==> src/rtl/ddc_pkg.sv <==
package ddc_pkg;

    // Message counter width
    localparam int CountBits = 16;
    localparam int TickBits  = 16;
    localparam logic [CountBits-1:0] CountMax = {CountBits{1'b1}};

    // Wheel speed arithmetic
    localparam int BaseBits  = 18;                    // L * 1000 < 2^18
    localparam int TurnBits  = 23;                    // A (7 bits) * gain (16 bits)
    localparam int SpeedBits = 25;                    // signed wheel speed
    localparam int MagBits   = SpeedBits - 1;         // |v| < 2^24
    localparam int ScaleBits = 18;                    // (|v| * 255) >> 8, when in range
    localparam logic [9:0]  MilliScale = 10'd1000;
    localparam logic [23:0] ScaleLimit = 24'd256000;  // quotient would reach 256
    // floor(z / 1000) = (z * RecipMul) >> RecipShift for z < 256000
    localparam logic [18:0] RecipMul   = 19'd268436;
    localparam int          RecipShift = 28;
    localparam int          ProdBits   = ScaleBits + 19;

    // Configuration register indexes
    typedef enum logic [1:0] {
        REG_PWM_LIMIT     = 2'd0,
        REG_TURN_GAIN     = 2'd1,
        REG_WINDOW_TICKS  = 2'd2,
        REG_SNAPSHOT_TICK = 2'd3
    } reg_idx_t;

    // Configuration reset values
    localparam logic [7:0]  PwmLimitReset     = 8'd253;
    localparam logic [15:0] TurnGainReset     = 16'd4396;
    localparam logic [15:0] WindowTicksReset  = 16'd250;
    localparam logic [15:0] SnapshotTickReset = 16'd50;

    // Input item selector
    localparam logic FuncCommand = 1'b0;

    typedef struct packed {
        logic        func;
        logic [31:0] command;
    } cmd_t;

    typedef struct packed {
        logic [7:0] pwm_track_a;
        logic [7:0] pwm_wheel_l;
        logic [7:0] pwm_wheel_r;
        logic       dir_track_a;
        logic       dir_left;
        logic       dir_right;
        logic       relay_one;
        logic       relay_two;
        logic       relay_three_four;
        logic       sweep_one_enable;
        logic       sweep_two_enable;
        logic       host_online;
    } res_t;

    typedef struct packed {
        logic [7:0]  pwm_limit;
        logic [15:0] turn_gain;
        logic [15:0] window_ticks;
        logic [15:0] snapshot_tick;
    } cfg_t;

    // Latest command and online flag after the state update
    typedef struct packed {
        logic [31:0] command;
        logic        online;
    } s1_t;

    // Flag byte is command bits 31:24
    typedef struct packed {
        logic [BaseBits-1:0] base;
        logic [TurnBits-1:0] turn;
        logic                sense;
        logic [7:0]          track_duty;
        logic [7:0]          flags;
        logic                online;
    } s2_t;

    typedef struct packed {
        logic signed [SpeedBits-1:0] vl;
        logic signed [SpeedBits-1:0] vr;
        logic [7:0]                  track_duty;
        logic [7:0]                  flags;
        logic                        online;
    } s3_t;

    typedef struct packed {
        logic [ScaleBits-1:0] zl;
        logic [ScaleBits-1:0] zr;
        logic                 big_l;
        logic                 big_r;
        logic                 dir_l;
        logic                 dir_r;
        logic [7:0]           track_duty;
        logic [7:0]           flags;
        logic                 online;
    } s4_t;

endpackage

==> src/rtl/ddc_state.sv <==
module ddc_state (
    input  logic                clk,
    input  logic                rst_n,
    input  ddc_pkg::cfg_t       cfg,
    input  logic                cmd_valid,
    output logic                cmd_ready,
    input  ddc_pkg::cmd_t       cmd,
    output logic                s1_valid,
    input  logic                s1_ready,
    output ddc_pkg::s1_t        s1
);
    import ddc_pkg::*;

    logic [31:0]          last_reg,   last_next;
    logic [TickBits-1:0]  tick_reg,   tick_next;
    logic [CountBits-1:0] msg_reg,    msg_next;
    logic [CountBits-1:0] snap_reg,   snap_next;
    logic                 online_reg, online_next;
    logic                 s1_valid_reg;
    s1_t                  s1_reg;
    logic                 accept;
    logic [TickBits-1:0]  tick_inc;

    assign cmd_ready = !s1_valid_reg || s1_ready;
    assign accept    = cmd_valid && cmd_ready;
    assign tick_inc  = tick_reg + TickBits'(1);

    // Update host state for one word
    always_comb
    begin
        last_next   = last_reg;
        tick_next   = tick_reg;
        msg_next    = msg_reg;
        snap_next   = snap_reg;
        online_next = online_reg;
        if (accept)
        begin
            if (cmd.func == FuncCommand)
            begin
                last_next = cmd.command;
                if (msg_reg != CountMax)
                begin
                    msg_next = msg_reg + CountBits'(1);
                end
            end
            else
            begin
                tick_next = tick_inc;
                if (tick_inc == cfg.snapshot_tick)
                begin
                    snap_next = msg_reg;
                end
                if (tick_inc >= cfg.window_ticks)
                begin
                    online_next = (msg_reg > snap_next);
                    tick_next   = '0;
                    msg_next    = '0;
                end
            end
        end
    end

    always_ff @(posedge clk or negedge rst_n)
    begin
        if (!rst_n)
        begin
            last_reg     <= '0;
            tick_reg     <= '0;
            msg_reg      <= '0;
            snap_reg     <= '0;
            online_reg   <= 1'b0;
            s1_valid_reg <= 1'b0;
        end
        else
        begin
            last_reg   <= last_next;
            tick_reg   <= tick_next;
            msg_reg    <= msg_next;
            snap_reg   <= snap_next;
            online_reg <= online_next;
            if (cmd_ready)
            begin
                s1_valid_reg <= cmd_valid;
            end
        end
    end

    // Capture the updated command and flag
    always_ff @(posedge clk)
    begin
        if (accept)
        begin
            s1_reg.command <= last_next;
            s1_reg.online  <= online_next;
        end
    end

    assign s1_valid = s1_valid_reg;
    assign s1       = s1_reg;

endmodule

==> src/rtl/ddc_kin.sv <==
module ddc_kin (
    input  logic                clk,
    input  logic                rst_n,
    input  logic [15:0]         turn_gain,
    input  logic                s1_valid,
    output logic                s1_ready,
    input  ddc_pkg::s1_t        s1,
    output logic                s4_valid,
    input  logic                s4_ready,
    output ddc_pkg::s4_t        s4
);
    import ddc_pkg::*;

    s2_t  s2_reg, s2_next;
    s3_t  s3_reg, s3_next;
    s4_t  s4_reg, s4_next;
    logic s2_valid_reg, s3_valid_reg, s4_valid_reg;
    logic s3_ready, s4_take;

    logic [15:0]          track_scaled;
    logic [MagBits-1:0]   mag_l, mag_r;
    logic [31:0]          prod_l, prod_r;
    logic [MagBits-1:0]   quot_l, quot_r;

    // Ready chain through the three stages
    assign s4_take  = !s4_valid_reg || s4_ready;
    assign s3_ready = !s3_valid_reg || s4_take;
    assign s1_ready = !s2_valid_reg || s3_ready;

    // Stage two: turn product, base speed, track duty
    always_comb
    begin
        track_scaled       = {s1.command[23:16], 8'h00} - {8'h00, s1.command[23:16]};
        s2_next.base       = BaseBits'(s1.command[15:8]) * BaseBits'(MilliScale);
        s2_next.turn       = TurnBits'(s1.command[6:0]) * TurnBits'(turn_gain);
        s2_next.sense      = s1.command[7];
        s2_next.track_duty = track_scaled[15:8];
        s2_next.flags      = s1.command[31:24];
        s2_next.online     = s1.online;
    end

    // Stage three: wheel speeds, thousandths of a linear step
    always_comb
    begin
        if (s2_reg.sense)
        begin
            s3_next.vl = $signed(SpeedBits'(s2_reg.base)) - $signed(SpeedBits'(s2_reg.turn));
            s3_next.vr = $signed(SpeedBits'(s2_reg.base)) + $signed(SpeedBits'(s2_reg.turn));
        end
        else
        begin
            s3_next.vl = $signed(SpeedBits'(s2_reg.base)) + $signed(SpeedBits'(s2_reg.turn));
            s3_next.vr = $signed(SpeedBits'(s2_reg.base)) - $signed(SpeedBits'(s2_reg.turn));
        end
        s3_next.track_duty = s2_reg.track_duty;
        s3_next.flags      = s2_reg.flags;
        s3_next.online     = s2_reg.online;
    end

    // Stage four: magnitude times 255 over 256, range check, direction
    always_comb
    begin
        mag_l  = s3_reg.vl[SpeedBits-1] ? MagBits'(-s3_reg.vl) : MagBits'(s3_reg.vl);
        mag_r  = s3_reg.vr[SpeedBits-1] ? MagBits'(-s3_reg.vr) : MagBits'(s3_reg.vr);
        prod_l = {mag_l, 8'h00} - {8'h00, mag_l};
        prod_r = {mag_r, 8'h00} - {8'h00, mag_r};
        quot_l = prod_l[31:8];
        quot_r = prod_r[31:8];
        s4_next.zl         = quot_l[ScaleBits-1:0];
        s4_next.zr         = quot_r[ScaleBits-1:0];
        s4_next.big_l      = (quot_l >= ScaleLimit);
        s4_next.big_r      = (quot_r >= ScaleLimit);
        s4_next.dir_l      = s3_reg.flags[2] ~^ !s3_reg.vl[SpeedBits-1];
        s4_next.dir_r      = s3_reg.flags[2] ~^ !s3_reg.vr[SpeedBits-1];
        s4_next.track_duty = s3_reg.track_duty;
        s4_next.flags      = s3_reg.flags;
        s4_next.online     = s3_reg.online;
    end

    always_ff @(posedge clk or negedge rst_n)
    begin
        if (!rst_n)
        begin
            s2_valid_reg <= 1'b0;
            s3_valid_reg <= 1'b0;
            s4_valid_reg <= 1'b0;
        end
        else
        begin
            if (s1_ready)
            begin
                s2_valid_reg <= s1_valid;
            end
            if (s3_ready)
            begin
                s3_valid_reg <= s2_valid_reg;
            end
            if (s4_take)
            begin
                s4_valid_reg <= s3_valid_reg;
            end
        end
    end

    // Advance payloads where the next stage is free
    always_ff @(posedge clk)
    begin
        if (s1_valid && s1_ready)
        begin
            s2_reg <= s2_next;
        end
        if (s2_valid_reg && s3_ready)
        begin
            s3_reg <= s3_next;
        end
        if (s3_valid_reg && s4_take)
        begin
            s4_reg <= s4_next;
        end
    end

    assign s4_valid = s4_valid_reg;
    assign s4       = s4_reg;

endmodule

==> src/rtl/ddc_out.sv <==
module ddc_out (
    input  logic                clk,
    input  logic                rst_n,
    input  logic [7:0]          pwm_limit,
    input  logic                s4_valid,
    output logic                s4_ready,
    input  ddc_pkg::s4_t        s4,
    output logic                res_valid,
    input  logic                res_ready,
    output ddc_pkg::res_t       res
);
    import ddc_pkg::*;

    res_t                res_reg, res_next;
    logic                res_valid_reg;
    logic [ProdBits-1:0] prod_l, prod_r;
    logic [7:0]          duty_l, duty_r;
    logic                gate;

    assign s4_ready = !res_valid_reg || res_ready;
    assign gate     = s4.online;

    // Divide by 1000 through the reciprocal, then clamp and gate
    always_comb
    begin
        prod_l = ProdBits'(s4.zl) * ProdBits'(RecipMul);
        prod_r = ProdBits'(s4.zr) * ProdBits'(RecipMul);
        duty_l = prod_l[RecipShift+7:RecipShift];
        duty_r = prod_r[RecipShift+7:RecipShift];

        res_next.pwm_track_a = '0;
        res_next.pwm_wheel_l = '0;
        res_next.pwm_wheel_r = '0;
        if (gate)
        begin
            res_next.pwm_track_a = (s4.track_duty > pwm_limit) ? pwm_limit : s4.track_duty;
            res_next.pwm_wheel_l = (s4.big_l || duty_l > pwm_limit) ? pwm_limit : duty_l;
            res_next.pwm_wheel_r = (s4.big_r || duty_r > pwm_limit) ? pwm_limit : duty_r;
        end
        res_next.dir_track_a      = s4.flags[1];
        res_next.dir_left         = s4.dir_l;
        res_next.dir_right        = s4.dir_r;
        res_next.relay_one        = gate & s4.flags[4];
        res_next.relay_two        = gate & s4.flags[5];
        res_next.relay_three_four = gate & (s4.flags[6] | s4.flags[7]);
        res_next.sweep_one_enable = gate & s4.flags[0];
        res_next.sweep_two_enable = gate & s4.flags[3];
        res_next.host_online      = gate;
    end

    always_ff @(posedge clk or negedge rst_n)
    begin
        if (!rst_n)
        begin
            res_valid_reg <= 1'b0;
        end
        else if (s4_ready)
        begin
            res_valid_reg <= s4_valid;
        end
    end

    // Hold the result word until taken
    always_ff @(posedge clk)
    begin
        if (s4_valid && s4_ready)
        begin
            res_reg <= res_next;
        end
    end

    assign res_valid = res_valid_reg;
    assign res       = res_reg;

endmodule

==> src/rtl/diff_drive_command_decoder.sv <==
// Drive command decoder for a tracked and a wheeled base. Each word on cmd is
// either a 32-bit drive command (func 0) or one 2 ms tick (func 1), and each
// gives exactly one result word on res, built from the latest command and the
// host-online flag. The block takes one word per cycle while cmd_ready is high;
// each word passes through the five-register pipeline (state update, turn
// product, wheel speeds, scaling, reciprocal divide and clamp). A low
// res_ready holds results in place and backs up to cmd_ready once every
// stage is full.
// Ticks run a judgement window of window_ticks; the message count is sampled
// at snapshot_tick, and at the end of the window the host is online if more
// commands arrived since. While offline the PWM, relay and sweep outputs read
// zero; direction levels still follow the command. Write configuration only
// while no word is in flight.
module diff_drive_command_decoder (
    input  logic                clk,
    input  logic                rst_n,
    input  logic                cfg_wen,
    input  logic [1:0]          cfg_index,
    input  logic [15:0]         cfg_wdata,
    input  logic                cmd_valid,
    output logic                cmd_ready,
    input  ddc_pkg::cmd_t       cmd,
    output logic                res_valid,
    input  logic                res_ready,
    output ddc_pkg::res_t       res
);
    import ddc_pkg::*;

    cfg_t cfg_reg;
    logic s1_valid, s1_ready;
    s1_t  s1;
    logic s4_valid, s4_ready;
    s4_t  s4;

    // Configuration registers
    always_ff @(posedge clk or negedge rst_n)
    begin
        if (!rst_n)
        begin
            cfg_reg.pwm_limit     <= PwmLimitReset;
            cfg_reg.turn_gain     <= TurnGainReset;
            cfg_reg.window_ticks  <= WindowTicksReset;
            cfg_reg.snapshot_tick <= SnapshotTickReset;
        end
        else if (cfg_wen)
        begin
            case (reg_idx_t'(cfg_index))
                REG_PWM_LIMIT:     cfg_reg.pwm_limit     <= cfg_wdata[7:0];
                REG_TURN_GAIN:     cfg_reg.turn_gain     <= cfg_wdata;
                REG_WINDOW_TICKS:  cfg_reg.window_ticks  <= cfg_wdata;
                REG_SNAPSHOT_TICK: cfg_reg.snapshot_tick <= cfg_wdata;
                default:           cfg_reg.pwm_limit     <= cfg_reg.pwm_limit;
            endcase
        end
    end

    ddc_state u_state (
        .clk       (clk),
        .rst_n     (rst_n),
        .cfg       (cfg_reg),
        .cmd_valid (cmd_valid),
        .cmd_ready (cmd_ready),
        .cmd       (cmd),
        .s1_valid  (s1_valid),
        .s1_ready  (s1_ready),
        .s1        (s1)
    );

    ddc_kin u_kin (
        .clk       (clk),
        .rst_n     (rst_n),
        .turn_gain (cfg_reg.turn_gain),
        .s1_valid  (s1_valid),
        .s1_ready  (s1_ready),
        .s1        (s1),
        .s4_valid  (s4_valid),
        .s4_ready  (s4_ready),
        .s4        (s4)
    );

    ddc_out u_out (
        .clk       (clk),
        .rst_n     (rst_n),
        .pwm_limit (cfg_reg.pwm_limit),
        .s4_valid  (s4_valid),
        .s4_ready  (s4_ready),
        .s4        (s4),
        .res_valid (res_valid),
        .res_ready (res_ready),
        .res       (res)
    );

    // Offline results carry no drive
    assert property (@(posedge clk) disable iff (!rst_n)
        res_valid && !res.host_online |->
            res.pwm_wheel_l == 8'd0 && res.pwm_wheel_r == 8'd0 && res.pwm_track_a == 8'd0
            && !res.relay_one && !res.relay_two && !res.relay_three_four
            && !res.sweep_one_enable && !res.sweep_two_enable)
        else $error("drive output while host offline");

    // Duties never exceed the ceiling
    assert property (@(posedge clk) disable iff (!rst_n)
        res_valid |-> res.pwm_wheel_l <= cfg_reg.pwm_limit
            && res.pwm_wheel_r <= cfg_reg.pwm_limit
            && res.pwm_track_a <= cfg_reg.pwm_limit)
        else $error("duty above limit");

    // A stalled output still lets the pipeline take a word while it has room
    assert property (@(posedge clk) disable iff (!rst_n)
        !s1_valid && !s4_valid |-> cmd_ready)
        else $error("input blocked with empty pipeline");

endmodule
==> config.mk <==
export PLATFORM = sky130hd
export DESIGN_NAME = diff_drive_command_decoder
export DESIGN_NICKNAME = d
export VERILOG_FILES = /design/src/rtl/ddc_pkg.sv /design/src/rtl/ddc_state.sv /design/src/rtl/ddc_kin.sv /design/src/rtl/ddc_out.sv /design/src/rtl/diff_drive_command_decoder.sv
export SDC_FILE = /design/constraint.sdc
export NUM_CORES = 1
export LEC_CHECK = 0
export BUFFER_PORTS_ARGS = -buffer_cell sky130_fd_sc_hd__buf_2
export CORE_ASPECT_RATIO = 1.5
export CORE_UTILIZATION = 45
export DETAILED_ROUTE_END_ITERATION = 8
export SLEW_MARGIN = 20
export SYNTH_ARGS = -nofsm -noshare
export SYNTH_HDL_FRONTEND = slang
export SYNTH_SLANG_ARGS = --single-unit
==> constraint.sdc <==
create_clock -name clk -period 7.4 [get_ports clk]
set_input_delay 0.37 -clock clk [delete_from_list [all_inputs] [get_ports clk]]
set_output_delay 0.37 -clock clk [all_outputs]
set_load 0.05 [all_outputs]
---- After elaboration in Yosys (flattened, before gate mapping) ----
Index checks and enable logic that the tools add are counted.
storage, ports and cells
  output and inout port bits .............. 35
  input port bits ......................... 56
  logic and storage cells ................. 127
  register bits ........................... 388
cells by class
  multipliers ............................. 4
  reductions and logical operators ........ 27
  $add $sub $neg .......................... 9
  bitwise operators ....................... 8
  mux-type cells .......................... 18
  order comparisons ....................... 7
  eq/ne operators ......................... 6
operators with widths
  operator                                                              count
  2-to-1 mux 16 bit                                                     7
  multiplier 18 x 17 -> 34 bit (second input constant)                  2
  2-to-1 mux 32 bit                                                     2
  subtractor 32 x 24 -> 32 bit                                          2
  2-to-1 mux 50 bit                                                     1
  greater-or-equal comparator 24 x 18 -> 1 bit (second input constant)  2
  2-to-1 mux 24 bit                                                     2
  negation 24 bit                                                       2
  adder 16 x 1 -> 16 bit (second input constant)                        2
  adder 18 x 23 -> 24 bit                                               1
  greater-than comparator 8 bit                                         3
  2-to-1 mux 8 bit                                                      3
  subtractor 18 x 23 -> 24 bit                                          1
  multiplier 7 x 16 -> 23 bit                                           1
  equality test 16 bit                                                  1
  greater-or-equal comparator 16 bit                                    1
  greater-than comparator 16 bit                                        1
  inequality test 16 bit (second input constant)                        1
  subtractor 16 x 8 -> 16 bit                                           1
  multiplier 8 x 7 -> 15 bit (second input constant)                    1
  AND reduction 2 bit                                                   5
  logical NOT 1 bit                                                     7
  logical OR 1 bit                                                      7
  AND 1 bit                                                             5
  10 further kinds                                                      18

---- Longest topological paths before layout ----
  word-level depth ........................ 12
  gate-level depth with buffers ........... 32
  depth with buffers taken out ............ 32

---- Modules after synthesis ----
A second synthesis with hierarchy kept.
second synthesis, totals
  cell total of the unflattened synthesis .. 3401
  area, all modules ....................... 35217.5 µm²
modules (own cells, without submodules)
  module                      area each (µm²)  times used  cells each  seq. area each (µm²)
  ddc_kin                     17226.5          1           1735        5450.2
  ddc_out                     9680.5           1           1013        1016.0
  ddc_state                   6174.7           1           534         3042.9
  diff_drive_command_decoder  2135.8           1           119         1427.6

---- Worst setup path after synthesis ----
Ideal clock, no wire load.
  path type ............................... flip-flop to flip-flop
  start ................................... register u_kin.s4_reg, in the netlist u_kin.s4[46]
  end ..................................... register u_out.res_reg, in the netlist u_out.res[20] (data pin)
  setup time .............................. 0.266 ns
  required time ........................... 7.134 ns
  setup slack ............................. -0.281 ns
  buffers on the path ..................... 1
  arrival ................................. 7.415 ns
  clock period less this slack ............ 7.681 ns
  stages on the path, launching flop included .. 29
  cell sequence ........................... edfxtp_1 > ha_1 > ha_1 > fa_1 > fa_1 > fa_1 > inv_1 > fa_1 > inv_1 > ha_1 > a21o_1 > a21o_1 > a21o_1 > a21o_1 > a2111oi_0 > nor2_1 > a32o_1 > or3_1 > a31oi_1 > nor2_1 > xnor2_1 > ha_1 > nand3_1 > or3_1 > a21oi_1 > clkbuf_1 > nor2_1 > a21oi_1 > nor2_1
on the way
  longest elaborated chain between the ends .. 4
ends and longest elaborated chain
  item                              RTL line        source
  start: declaration                ddc_kin.sv:16   s4_t s4_reg, s4_next;
  start signal: assignment          ddc_kin.sv:118  s4_reg <= s4_next;
  multiplier 18 x 17 -> 34 bit (*)  ddc_out.sv:26   prod_l = ProdBits'(s4.zl) * ProdBits'(RecipMul);
  greater-than comparator 8 bit     ddc_out.sv:37   res_next.pwm_wheel_l = (s4.big_l || duty_l > pwm_limit) ? pwm_limit : duty_l;
  logical OR 1 bit                  ddc_out.sv:37
  2-to-1 mux 8 bit (*)              ddc_out.sv:37
  end signal: assignment            ddc_out.sv:68   res_reg <= res_next;
  end: declaration                  ddc_out.sv:14   res_t res_reg, res_next;
Every way passes the cells marked *; elsewhere a longest branch is shown, timed or not.
A chain may end at the register's enable or synchronous reset.

---- Worst setup path after layout ----
  start ................................... register u_kin.s4_reg, in the netlist u_kin.s4[46]
  end ..................................... register u_out.res_reg, in the netlist u_out.res[23] (data pin)
The elaborated chain is that of the path after synthesis.

==> impl_metrics.csv <==
group,metric,value,unit
run_status,status,"complete, no violations",
timing,max_clock_freq,135.3,MHz
setup_path,cp-end-kind,"register",
clock_tree,cts_tree,"done",
clock_tree,root_buffer,"clkbuf_16",
drt,detail-route-antenna-nets,0,
drt,drtIter0Drc,986,
setup_path,crit_path_top_delay_cell,"fa_1",
finish,multi_input_area,0.02042,mm^2
setup_path,ff2ff_setup_slack,0.009,ns
floorplan,fp.coreArea,0.07237,mm^2
logic_synthesis,ys_types,92,
drt,post-route-drc-count,0,
floorplan,std_cell_rows,121,
logic_synthesis,avgSynthCellArea,10.62,um^2
run,drv_cap,0,
floorplan,fp.dieW,222.7,um
timing,layout_setup_ws,0.008905,ns
global_routing,grt_util_all_layers,20.25,%
placed_design,placed_cells,4099,
placed_design,gp_congestion,0.8668,
timing,finalClockSkew,0.03211,ns
floorplan,fp.dieH,333.0,um
global_routing,antenna_found_initial,2,
timing,rsz0062_at_grt,"yes",
logic_synthesis,synthTopCellsByArea,"edfxtp_1 (22%), ha_1 (19%), fa_1 (11%), dfrtp_1 (9.2%), inv_1 (4.8%)",
placed_design,numPortBuffers,90,
logic_synthesis,ys_seq_area_share,33.18,%
clock_tree,cts.htree.levels,2,
finish,layout-drive-gt1-share,14.01,%
logic_synthesis,synth_nets,3826,
setup_path,cp_data_arrival_time,7.78,ns
finish,regArea,0.01091,mm^2
setup_path,worst-path-buf-inv,2,
floorplan,io-pin-count,91,
global_routing,grt.overflow.total,0,
clock_tree,clock_path_buffers,3,
placed_design,pre_cts_ws,-0.1841,ns
clock_tree,cts.clk_slew.worst_paths,0.07,ns
logic_synthesis,synth_most_common_cell,"ha_1",
logic_synthesis,postSynthCellCount,3095,
logic_synthesis,synthTopCellsByCount,"ha_1 (491), inv_1 (424), edfxtp_1 (244)",
clock_tree,clk_latency,0.58,ns
placed_design,post_dp_cell_area,0.03472,mm^2
global_routing,grt_pass1_vias,23940,
floorplan,die-area,0.07416,mm^2
worst_hold_path,min_path_type,"in -> reg",
setup_path,cp_max_fo,3,
timing,min_period_over_period,99.88,%
timing,period_minus_slack,7.391,ns
finish,fill_cells,6540,
setup_path,crit_top_cell,"a21o_1",
finish,syn2layout_area_growth,11.22,%
setup_path,start_kind,"register",
global_routing,grt_pass1_wl,120.9,mm
logic_synthesis,synth_top_area_cell,"edfxtp_1",
finish,final_cells,4190,
logic_synthesis,synth_top_cell_area_share,22.29,%
clock_tree,cts.sinks,386,
logic_synthesis,synth_top_flop_cell,"edfxtp_1",
drt,drt_wl_total,73.74,mm
drt,via_per_inst,5.435,
finish,stdcell_area,0.03656,mm^2
placed_design,dp_hpwl,59.43,mm
logic_synthesis,synth_seq_cells,386,
logic_synthesis,synth-edff-count,244,
finish,largest_register_ffs,66,
floorplan,start_util,45.43,%
setup_path,cp.required,7.79,ns
clock_tree,cts_made_buffers,40,
timing,relSlewSlack,30.91,%
timing,tightest_slew,1.032,ns
setup_path,critical_path_class,"reg -> reg",
logic_synthesis,syn-cell-area,0.03288,mm^2
timing,setup_viol,0,
logic_synthesis,yosys_warnings,0,
logic_synthesis,async_flop_share,36.79,%
finish,diodes,0,
setup_path,slowest_delay,0.51,ns
global_routing,grt_max_degree,92,
drt,via_count,22770,
setup_path,crit_family,"adder cells",
timing,hold_viol,0,
drt,wl_per_cell,17.60,um
finish,fin_nets,3967,
timing,slew_violations,0,
drt,first_pass_iters,5,
layout make-up:
class | count | share of cell area, %
Multi-Input combinational cell | 2217 | 55.84
Sequential cell | 386 | 29.83
Inverter | 425 | 4.363
Tap cell | 922 | 3.155
Clock buffer | 50 | 3.097
Timing Repair Buffer | 166 | 2.902
Clock inverter | 24 | 0.8178
cells in the final DEF, fill, tap and decap left out, types with 21 or more instances in the layout:
cell,instances
buf_2,89
and2_1,54
a21oi_1,116
nor3_1,26
buf_4,66
clkbuf_16,43
nand2_1,210
mux2i_1,42
ha_1,479
and3_1,22
nand4_1,22
o21ai_0,102
nor2_1,123
xnor2_1,129
nand2b_1,34
dfrtp_1,121
nand3_1,53
mux2_2,100
dfstp_2,21
o31ai_1,28
a21o_1,68
inv_1,417
nor2b_1,21
fa_1,184
xor2_1,66
edfxtp_1,244
cell families after synthesis:
family | synth area share, %
and+or+nand+nor | 10.74
adders and majority gates | 29.89
AOI/OAI and AO/OA | 10.42
buffers and inverters | 5.667
DFF | 33.18
xor gates and xnor gates | 5.321
muxes | 4.784
timing repair:
| action | CTS | global route |
|---|---|---|
| pin swaps | 16 | 48 |
| hold endpoints to repair | 73 | 0 |
| resized for setup | 8 | 55 |
| hold buffers | 3 | 0 |
| endpoints found under the setup margin | 10 | 16 |
| setup buffers | 8 | 6 |
path summary, 6_finish.rpt:
kind | start | to | cells after the start
max in group asynchronous | rst_n | u_state.last_reg[14] | 3
worst max-delay path | u_kin.s4[46] | u_out.res[23] | 26
worst max register to register | u_kin.s4[46] | u_out.res[23] | 26
min in group asynchronous | rst_n | u_state.snap_reg[5] | 2
worst min-delay path | cmd[29] | u_state.last_reg[29] | 2
worst min register to register | u_kin.s3_reg[16] | u_kin.s4[16] | 0
metal layers:
layer  routed length (um)  vias up  GRT usage (%)
met4                 2341        4          6.442
met5                   23        -              0
met2                40220      354          39.88
met1                29020    11220          22.27
met3                 2127      138          2.123
li1                     -    11060              -
metrics by stage:
stage	setup TNS [ns]	utilization, %	hold slack [ns]
final	0	50.53	0.03597
after detailed placement	-0.7586	47.98	0.4045
after CTS	0	50.12	0.002386
after global routing	-0.6356	50.53	0.03101
after floorplan	0	-	0.07441
after global placement	-0.05168	47.98	0.4040
Power is left out: the tool's default activity adds up to more than one toggle a clock period on the data nets, which glitch-free logic cannot reach.
